### src/hdl/tic_pkg.sv
// shared types, codes and reset values of the turn indicator controller
package tic_pkg;

    localparam int unsigned COUNT_WIDTH_DEFAULT = 16;
    localparam int unsigned REG_WIDTH = 16;

    localparam logic [REG_WIDTH-1:0] HOLD_TICKS_RESET = 16'd950;
    localparam logic [REG_WIDTH-1:0] BLINK_TICKS_RESET = 16'd300;

    typedef enum logic [0:0] {
        REG_HOLD_TICKS = 1'b0,
        REG_BLINK_TICKS = 1'b1
    } reg_index_t;

    typedef enum logic [1:0] {
        MODE_OFF = 2'd0,
        MODE_LEFT = 2'd1,
        MODE_RIGHT = 2'd2,
        MODE_HAZARD = 2'd3
    } mode_t;

    typedef enum logic [1:0] {
        SAY_NONE = 2'd0,
        SAY_OFF = 2'd1,
        SAY_LEFT = 2'd2,
        SAY_RIGHT = 2'd3
    } say_t;

    typedef enum logic [1:0] {
        COMBO_NONE = 2'd0,
        COMBO_LEFT = 2'd1,
        COMBO_RIGHT = 2'd2,
        COMBO_BOTH = 2'd3
    } combo_t;

    typedef struct packed {
        logic left_pressed;
        logic right_pressed;
    } in_word_t;

    typedef struct packed {
        logic  left_lamp;
        logic  right_lamp;
        mode_t indicator_mode;
        say_t  announce;
    } out_word_t;

endpackage

### src/hdl/tic_in_if.sv
// input channel: one tick word with the two button levels
interface tic_in_if;
    logic valid;
    logic ready;
    logic left_pressed;
    logic right_pressed;

    modport source (output valid, output left_pressed, output right_pressed, input ready);
    modport sink (input valid, input left_pressed, input right_pressed, output ready);
endinterface

### src/hdl/tic_out_if.sv
// output channel: one result word with lamps, mode and announcement
interface tic_out_if;
    logic valid;
    logic ready;
    logic left_lamp;
    logic right_lamp;
    logic [1:0] indicator_mode;
    logic [1:0] announce;

    modport source (
        output valid, output left_lamp, output right_lamp,
        output indicator_mode, output announce, input ready
    );
    modport sink (
        input valid, input left_lamp, input right_lamp,
        input indicator_mode, input announce, output ready
    );
endinterface

### src/hdl/tic_core.sv
// indicator state: hold timing, release wait, mode changes and lamp blinking
module tic_core #(
    parameter int unsigned COUNT_WIDTH = tic_pkg::COUNT_WIDTH_DEFAULT
) (
    input  logic                           clk,
    input  logic                           rst_n,
    input  logic                           step,
    input  logic [tic_pkg::REG_WIDTH-1:0]  hold_ticks,
    input  logic [tic_pkg::REG_WIDTH-1:0]  blink_ticks,
    input  tic_pkg::in_word_t              word,
    output tic_pkg::out_word_t             result
);

    localparam int unsigned CMP_WIDTH =
        (COUNT_WIDTH > tic_pkg::REG_WIDTH) ? COUNT_WIDTH : tic_pkg::REG_WIDTH;

    tic_pkg::mode_t         mode_reg, mode_next;
    logic [1:0]             held_combo_reg, held_combo_next;
    logic [COUNT_WIDTH-1:0] hold_count_reg, hold_count_next;
    logic [1:0]             release_wait_reg, release_wait_next;
    logic [COUNT_WIDTH-1:0] blink_count_reg, blink_count_next;
    logic                   left_lamp_reg, left_lamp_next;
    logic                   right_lamp_reg, right_lamp_next;

    logic [1:0]             combo;
    logic [1:0]             wait_cleared;
    logic [COUNT_WIDTH-1:0] hold_step;
    logic [COUNT_WIDTH-1:0] blink_inc;
    logic                   due;
    tic_pkg::say_t          say;

    assign combo = {word.right_pressed, word.left_pressed};

    always_comb
    begin
        mode_next = mode_reg;
        held_combo_next = held_combo_reg;
        hold_count_next = hold_count_reg;
        say = tic_pkg::SAY_NONE;
        hold_step = '0;

        // release wait
        wait_cleared = release_wait_reg;
        if ((release_wait_reg != 2'b00) && ((combo & release_wait_reg) == 2'b00))
        begin
            wait_cleared = 2'b00;
        end
        release_wait_next = wait_cleared;

        if (wait_cleared == 2'b00)
        begin
            if (combo == tic_pkg::COMBO_NONE)
            begin
                held_combo_next = 2'b00;
                hold_count_next = '0;
            end
            else
            begin
                if (combo != held_combo_reg)
                begin
                    hold_step = COUNT_WIDTH'(1);
                end
                else if (hold_count_reg == '1)
                begin
                    hold_step = hold_count_reg;
                end
                else
                begin
                    hold_step = hold_count_reg + 1'b1;
                end
                held_combo_next = combo;
                hold_count_next = hold_step;
                if (CMP_WIDTH'(hold_step) >= CMP_WIDTH'(hold_ticks))
                begin
                    case (combo)
                        tic_pkg::COMBO_BOTH:
                        begin
                            mode_next = tic_pkg::MODE_HAZARD;
                        end
                        tic_pkg::COMBO_LEFT:
                        begin
                            if ((mode_reg == tic_pkg::MODE_HAZARD) ||
                                (mode_reg == tic_pkg::MODE_LEFT))
                            begin
                                mode_next = tic_pkg::MODE_OFF;
                                say = tic_pkg::SAY_OFF;
                            end
                            else
                            begin
                                mode_next = tic_pkg::MODE_LEFT;
                                say = tic_pkg::SAY_LEFT;
                            end
                        end
                        default:
                        begin
                            if ((mode_reg == tic_pkg::MODE_HAZARD) ||
                                (mode_reg == tic_pkg::MODE_RIGHT))
                            begin
                                mode_next = tic_pkg::MODE_OFF;
                                say = tic_pkg::SAY_OFF;
                            end
                            else
                            begin
                                mode_next = tic_pkg::MODE_RIGHT;
                                say = tic_pkg::SAY_RIGHT;
                            end
                        end
                    endcase
                    release_wait_next = combo;
                    held_combo_next = 2'b00;
                    hold_count_next = '0;
                end
            end
        end

        // lamps
        blink_inc = (blink_count_reg == '1) ? blink_count_reg : blink_count_reg + 1'b1;
        due = (mode_next != tic_pkg::MODE_OFF) &&
              (CMP_WIDTH'(blink_inc) >= CMP_WIDTH'(blink_ticks));
        blink_count_next = due ? '0 : blink_inc;
        left_lamp_next = left_lamp_reg;
        right_lamp_next = right_lamp_reg;
        unique case (mode_next)
            tic_pkg::MODE_LEFT:
            begin
                right_lamp_next = 1'b0;
                left_lamp_next = left_lamp_reg ^ due;
            end
            tic_pkg::MODE_RIGHT:
            begin
                left_lamp_next = 1'b0;
                right_lamp_next = right_lamp_reg ^ due;
            end
            tic_pkg::MODE_HAZARD:
            begin
                left_lamp_next = left_lamp_reg ^ due;
                right_lamp_next = right_lamp_reg ^ due;
            end
            default:
            begin
                left_lamp_next = 1'b0;
                right_lamp_next = 1'b0;
            end
        endcase
    end

    always_ff @(posedge clk or negedge rst_n)
    begin
        if (!rst_n)
        begin
            mode_reg <= tic_pkg::MODE_OFF;
            held_combo_reg <= 2'b00;
            hold_count_reg <= '0;
            release_wait_reg <= 2'b00;
            blink_count_reg <= '0;
            left_lamp_reg <= 1'b0;
            right_lamp_reg <= 1'b0;
        end
        else if (step)
        begin
            mode_reg <= mode_next;
            held_combo_reg <= held_combo_next;
            hold_count_reg <= hold_count_next;
            release_wait_reg <= release_wait_next;
            blink_count_reg <= blink_count_next;
            left_lamp_reg <= left_lamp_next;
            right_lamp_reg <= right_lamp_next;
        end
    end

    assign result.left_lamp = left_lamp_next;
    assign result.right_lamp = right_lamp_next;
    assign result.indicator_mode = mode_next;
    assign result.announce = say;

endmodule

### src/hdl/turn_indicator_controller_top.sv
// top level of the turn indicator controller: registers, handshake and core
// Each input word is one tick with the levels of the left and right buttons, and
// each tick gives exactly one result word with both lamp drives, the indicator
// mode after the tick and an announcement code. A word is taken into an input
// register, passes the combinational indicator logic and lands in a result
// register, so one word is accepted every clock cycle while the output side
// keeps taking results; result valid rises as the word lands in that register.
// hold_ticks (index 0) and blink_ticks (index 1) are written over the plain
// write port and reset to 950 and 300; the counters are COUNT_WIDTH bits wide
// and saturate.
module turn_indicator_controller_top #(
    parameter int unsigned COUNT_WIDTH = tic_pkg::COUNT_WIDTH_DEFAULT
) (
    input  logic                          clk,
    input  logic                          rst_n,
    input  logic                          cfg_we,
    input  logic [0:0]                    cfg_index,
    input  logic [tic_pkg::REG_WIDTH-1:0] cfg_data,
    tic_in_if.sink                        tick_in,
    tic_out_if.source                     result_out
);

    logic [tic_pkg::REG_WIDTH-1:0] hold_ticks_reg;
    logic [tic_pkg::REG_WIDTH-1:0] blink_ticks_reg;

    logic               in_valid_reg;
    tic_pkg::in_word_t  in_word_reg;
    logic               out_valid_reg;
    tic_pkg::out_word_t out_word_reg;
    tic_pkg::out_word_t result;
    logic               advance;

    // configuration registers
    always_ff @(posedge clk or negedge rst_n)
    begin
        if (!rst_n)
        begin
            hold_ticks_reg <= tic_pkg::HOLD_TICKS_RESET;
            blink_ticks_reg <= tic_pkg::BLINK_TICKS_RESET;
        end
        else if (cfg_we)
        begin
            unique case (tic_pkg::reg_index_t'(cfg_index))
                tic_pkg::REG_HOLD_TICKS: hold_ticks_reg <= cfg_data;
                tic_pkg::REG_BLINK_TICKS: blink_ticks_reg <= cfg_data;
                default: ;
            endcase
        end
    end

    assign advance = in_valid_reg && (!out_valid_reg || result_out.ready);
    assign tick_in.ready = !in_valid_reg || advance;

    always_ff @(posedge clk or negedge rst_n)
    begin
        if (!rst_n)
        begin
            in_valid_reg <= 1'b0;
            out_valid_reg <= 1'b0;
        end
        else
        begin
            if (tick_in.ready)
            begin
                in_valid_reg <= tick_in.valid;
            end
            if (advance)
            begin
                out_valid_reg <= 1'b1;
            end
            else if (result_out.ready)
            begin
                out_valid_reg <= 1'b0;
            end
        end
    end

    always_ff @(posedge clk)
    begin
        if (tick_in.ready && tick_in.valid)
        begin
            in_word_reg.left_pressed <= tick_in.left_pressed;
            in_word_reg.right_pressed <= tick_in.right_pressed;
        end
        if (advance)
        begin
            out_word_reg <= result;
        end
    end

    tic_core #(
        .COUNT_WIDTH (COUNT_WIDTH)
    ) u_core (
        .clk         (clk),
        .rst_n       (rst_n),
        .step        (advance),
        .hold_ticks  (hold_ticks_reg),
        .blink_ticks (blink_ticks_reg),
        .word        (in_word_reg),
        .result      (result)
    );

    assign result_out.valid = out_valid_reg;
    assign result_out.left_lamp = out_word_reg.left_lamp;
    assign result_out.right_lamp = out_word_reg.right_lamp;
    assign result_out.indicator_mode = out_word_reg.indicator_mode;
    assign result_out.announce = out_word_reg.announce;

endmodule

### src/flat_wrapper.sv
// flat-port wrapper written by rule: the top's interface ports become plain ports
module turn_indicator_controller_top_flat 
#(
    parameter int unsigned COUNT_WIDTH = tic_pkg::COUNT_WIDTH_DEFAULT
)
  (clk, rst_n, cfg_we, cfg_index, cfg_data, tick_in_valid, tick_in_left_pressed, tick_in_right_pressed, tick_in_ready, result_out_valid, result_out_left_lamp, result_out_right_lamp, result_out_indicator_mode, result_out_announce, result_out_ready);
  tic_in_if tick_in_i ();
  tic_out_if result_out_i ();
  input  logic clk;
  input  logic rst_n;
  input  logic cfg_we;
  input  logic [0:0] cfg_index;
  input  logic [tic_pkg::REG_WIDTH-1:0] cfg_data;
  input wire logic [$bits(tick_in_i.valid)-1:0] tick_in_valid;
  input wire logic [$bits(tick_in_i.left_pressed)-1:0] tick_in_left_pressed;
  input wire logic [$bits(tick_in_i.right_pressed)-1:0] tick_in_right_pressed;
  output wire logic [$bits(tick_in_i.ready)-1:0] tick_in_ready;
  output wire logic [$bits(result_out_i.valid)-1:0] result_out_valid;
  output wire logic [$bits(result_out_i.left_lamp)-1:0] result_out_left_lamp;
  output wire logic [$bits(result_out_i.right_lamp)-1:0] result_out_right_lamp;
  output wire logic [$bits(result_out_i.indicator_mode)-1:0] result_out_indicator_mode;
  output wire logic [$bits(result_out_i.announce)-1:0] result_out_announce;
  input wire logic [$bits(result_out_i.ready)-1:0] result_out_ready;
  assign tick_in_i.valid = tick_in_valid;
  assign tick_in_i.left_pressed = tick_in_left_pressed;
  assign tick_in_i.right_pressed = tick_in_right_pressed;
  assign tick_in_ready = tick_in_i.ready;
  assign result_out_valid = result_out_i.valid;
  assign result_out_left_lamp = result_out_i.left_lamp;
  assign result_out_right_lamp = result_out_i.right_lamp;
  assign result_out_indicator_mode = result_out_i.indicator_mode;
  assign result_out_announce = result_out_i.announce;
  assign result_out_i.ready = result_out_ready;
  turn_indicator_controller_top #(.COUNT_WIDTH(COUNT_WIDTH)) u_core (.clk(clk), .rst_n(rst_n), .cfg_we(cfg_we), .cfg_index(cfg_index), .cfg_data(cfg_data), .tick_in(tick_in_i), .result_out(result_out_i));
endmodule
### config.mk
export PLATFORM = sky130hd
export DESIGN_NAME = turn_indicator_controller_top_flat
export DESIGN_NICKNAME = d
export VERILOG_FILES = /design/src/hdl/tic_pkg.sv /design/src/hdl/tic_in_if.sv /design/src/hdl/tic_out_if.sv /design/src/hdl/tic_core.sv /design/src/hdl/turn_indicator_controller_top.sv /design/src/flat_wrapper.sv
export SDC_FILE = /design/constraint.sdc
export NUM_CORES = 1
export LEC_CHECK = 0
export ABC_AREA = 0
export BUFFER_PORTS_ARGS = -buffer_cell sky130_fd_sc_hd__buf_4
export CAP_MARGIN = 20
export CORE_AREA = 2 2 98 100
export DETAILED_ROUTE_END_ITERATION = 10
export DIE_AREA = 0 0 100 102
export PLACE_DENSITY = 0.8
export SLEW_MARGIN = 30
export SYNTH_ARGS = -nofsm -noshare
export SYNTH_HDL_FRONTEND = slang
export SYNTH_SLANG_ARGS = --single-unit
### constraint.sdc
create_clock -name clk -period 3.5 [get_ports clk]
set_input_delay 0.35 -clock clk [delete_from_list [all_inputs] [get_ports clk]]
set_output_delay 0.35 -clock clk [all_outputs]
set_load 0.05 [all_outputs]
==> results.env <==
FIN_SKEW_NS=0.0108
CTS.ROOT.BUFFER_CELL='sky130_fd_sc_hd__clkbuf_8'
NNETSFINAL=670
FIRST_GLOBAL_VIAS=4221
DRT_FIRST_ITER_VIOLATIONS=245
SYNTH_SEQUENTIAL_AREA_RATIO_PCT=42.5
CRIT_START='u_core.u_core.hold_count_reg[1]'
OVERFLOW=0
ROW_COUNT=35
SYNTH_TOP_AREA_SHARE_PCT=31.8
HOLDCRITPATHCLASS='input port to async pin'
CORE_REGION_AREA_UM2=9110
SYNTH.MOST_COMMON_CELL='sky130_fd_sc_hd__dfrtp_1'
NETLIST-CELL-TYPE-COUNT=64
SETUP_VIOLATIONS=42
POST-ROUTE-UTIL_PCT=69.1
WHS_NS=-0.0158
POWERDENSITY_nW_PER_UM2=421
POST_CTS_HOLD_BUFFER_COUNT=0
VIOLATIONS='negative hold slack, negative setup slack'
REPORT.FINAL.HOLD_VIOL_COUNT=11
TIMING.MAX_CAP.VIOLATIONS=0
CLK_PIN_SLEW_WORST_PATHS_NS=0.09
CLOCK_TREE.BUFFER_DEPTH=2
SYNTH_ASYNC_SR_FLOP_SHARE_PCT=90.2
START_KIND='register'
POSTSYNTHAREAPERCELL_UM2=9.49
DIE_AREA_UM2=10200
CPMAXSTAGEDELAYCELL='sky130_fd_sc_hd__dfrtp_1'
CTS-BUFFERS-INSERTED=9
SYNTH_ENABLE_FLOP_CELLS=8
MAX_FREQ_MHz=267
DETAIL_ROUTE.FIRST_PASS.ITERATIONS=6
DPL_HPWL_UM=8450
TIMING.REG2REG.SETUP_SLACK_NS=-0.25
GRT_FIRST_PASS_WIRELENGTH_UM=19900
DRT-TOTAL-WL_UM=12700
ROUTEDWLPERCELL_UM=17.4
FINALSETUPTNS_NS=-5.32
PLACE.PORT_BUFFERS=31
MAXSLEWHEADROOM_PCT=49.4
WORST-ENDPOINT-REQUIRED_NS=3.76
GRT_ANTENNA_BEFORE_REPAIR=0
CRITICAL_PATH.MAX_STAGE_DELAY_NS=0.40
INITIAL_UTIL_PCT=54.4
LEAKAGEPOWER_nW=2.90
CRITICAL_PATH_ARRIVAL_NS=4.01
TOP_LEVEL_PORTS=32
GRT_MAX_DEGREE=75
GLOBAL_PLACER_S_FINAL_WEIGHTED_CONGESTION=0.958
NUMBER_OF_FLIP_FLOPS_AND_LATCHES_IN_THE_SYNTHESIZED_NETLIST=82
SYNTHTOPCELLSBYAREA='sky130_fd_sc_hd__dfrtp_1 (32%), sky130_fd_sc_hd__ha_1 (8.6%), sky130_fd_sc_hd__dfstp_2 (5.8%), sky130_fd_sc_hd__edfxtp_1 (4.8%), sky130_fd_sc_hd__mux2_2 (4.1%)'
POST_SYNTH_INST_COUNT=522
POSTSYNTHNETCOUNT=580
FINALCRITPERIODSHARE_PCT=107
REGTOREGSTARTPOINT='u_core.u_core.hold_count_reg[1]'
SETUP_WS_NS=-0.248
GRT_SETUP_UNREPAIRED='yes'
FINALMAXSLEWVIOLATIONS=0
CPMOSTUSEDCELL='sky130_fd_sc_hd__buf_6'
R2R_CELLS=16
DRT-VIAS-PER-INSTANCE=5.85
NETLIST_AREA_UM2=4950
CLOCK_SINK_TOTAL=82
VIAS=4259
CRITICAL_PATH_CLASS='register to register'
FINAL_WORST_PATH_PERIOD_NEED_NS=3.75
VDD_DROP_MAX_uV=204
CLOCK_TREE.HTREE_LEVEL_COUNT=3
STATUS='finished, violations left'
CRITICAL_PATH.MAX_FANOUT=6
TIMING_WORST_SLEW_PIN_VALUE_NS=0.757
FILLERS=655
DOMINANTREGCELLSYNTH='sky130_fd_sc_hd__dfrtp_1'
YOSYS.AREA.TOP_TYPE='sky130_fd_sc_hd__dfrtp_1'
SYNTH.TOP_CELLS.BY_COUNT='sky130_fd_sc_hd__dfrtp_1 (63), sky130_fd_sc_hd__nand2_1 (53), sky130_fd_sc_hd__nor2_1 (51)'
ROUTE.ANTENNA.REMAINING_NETS=0
LAYOUT_CELLS_SIZED_ABOVE_1_PCT=32.7
PATH_CELLS='ha_2 -> and3_4 -> and4_4 -> and2_4 -> o31ai_4 -> a21oi_1 -> ha_1 -> nand4_1 -> or3_4 -> o41ai_4 -> or2_4 -> buf_6 -> mux2i_4 -> buf_6 -> nor3_2 -> a21o_1'
SYNTH.YOSYS.WARNINGS=0
GR-USAGE-ALL-LAYERS_PCT=24.7
CLK-INSERTION-DELAY-LATE_NS=0.37
DRC=0
RELATIVE_AREA_CHANGE_FROM_SYNTHESIS_TO_FINAL_LAYOUT_PCT=27.1
ANTENNA_CELLS=0
DIE-HEIGHT_UM=102
CTS_TREE='built'
X_DIMENSION_OF_THE_DIE_UM=100
TIMING.CRITICAL_PATH.TO_TYPE='register'
==> where the power goes <==
group | switching [W] | leakage, nW | internal [W]
registers | 0.0000709 | 1.00 | 0.00108
clock network | 0.000391 | 0.101 | 0.000313
logic | 0.000438 | 1.80 | 0.000360
==> through the flow <==
step / setup slack (ns) / total power [W] / instances / area [µm²]
after global routing: -0.396 / 0.00280 / 728 / 6300
after detailed placement: -0.188 / 0.00189 / 694 / 5650
final: -0.248 / 0.00265 / 728 / 6300
after floorplan: -0.0475 / 0.00163 / 522 / 4990
after global placement: -0.0319 / 0.00184 / 694 / 5650
after CTS: -0.0534 / 0.00259 / 715 / 5920
==> final timing paths <==
| kind | endpoint |
|---|---|
| max | u_core.u_core.left_lamp_reg |
| min | u_core.u_core.blink_count_reg[6] |
| max reg2reg | u_core.u_core.left_lamp_reg |
| min reg2reg | u_core.blink_ticks_reg[1] |
| max in group asynchronous | u_core.u_core.hold_count_reg[2] |
| min in group clk | u_core.in_word_reg[0] |
==> placed cells by master, fill, tap and decap left out, types with 13 or more instances in the layout <==
cell type and n:
sky130_fd_sc_hd__xor2_1 13, sky130_fd_sc_hd__ha_1 32, sky130_fd_sc_hd__buf_4 86, sky130_fd_sc_hd__xnor2_1 21, sky130_fd_sc_hd__nor2_1 47, sky130_fd_sc_hd__mux2_2 18, sky130_fd_sc_hd__dfrtp_1 62, sky130_fd_sc_hd__o21ai_0 20
sky130_fd_sc_hd__inv_1 44, sky130_fd_sc_hd__nand2_1 47, sky130_fd_sc_hd__a21oi_1 17
==> metal layers <==
metal	vias to the layer above	global-route usage (%)	wire [µm]
li1	1998	-	-
met5	-	0	0
met1	2078	32.3	5200
met3	33	4.04	776
met2	150	42.0	6420
met4	0	8.75	289
==> logic make-up (layout without fill, tap and decap cells) <==
logic type,count (synthesis),count (layout),share of synthesized area (%)
AND/OR/NAND/NOR,176,176,17.1
flip-flops,82,82,42.5
XOR/XNOR,35,35,6.19
AO/OA/AOI/OAI,106,106,14.4
multiplexers,24,24,5.68
adder cells (fa/ha/maj),34,34,8.59
buffers and inverters,65,160,5.48
==> repair_timing <==
item / 4_1_cts / 5_1_grt
buffers inserted: 5 / 13
resized for setup: 9 / 50
hold endpoints to repair: 0 / 0
cloned: 0 / 1
setup endpoints to repair: 42 / 46
pin swaps: 11 / 27
==> layout make-up <==
| cell class | instances | area [µm²] | share of cell area, % |
|---|---|---|---|
| well taps | 111 | 139 | 2.21 |
| multi-input cells | 375 | 2860 | 45.3 |
| clock inverters | 6 | 53.8 | 0.854 |
| inverters | 46 | 173 | 2.74 |
| repair buffers | 98 | 821 | 13.0 |
| clock buffers | 10 | 149 | 2.36 |
| flip-flops and latches | 82 | 2110 | 33.5 |
==> worst max-delay path: cells and delay by family, from the launching register on <==
family	cells	cell delay [ns]
AOI/OAI and AO/OA	4	0.83
adders and majority gates	2	0.53
buffers and inverters	2	0.26
DFF	1	0.40
muxes	1	0.28
and+or+nand+nor	7	1.35
Note: power is estimated with default switching activity, not from simulation.
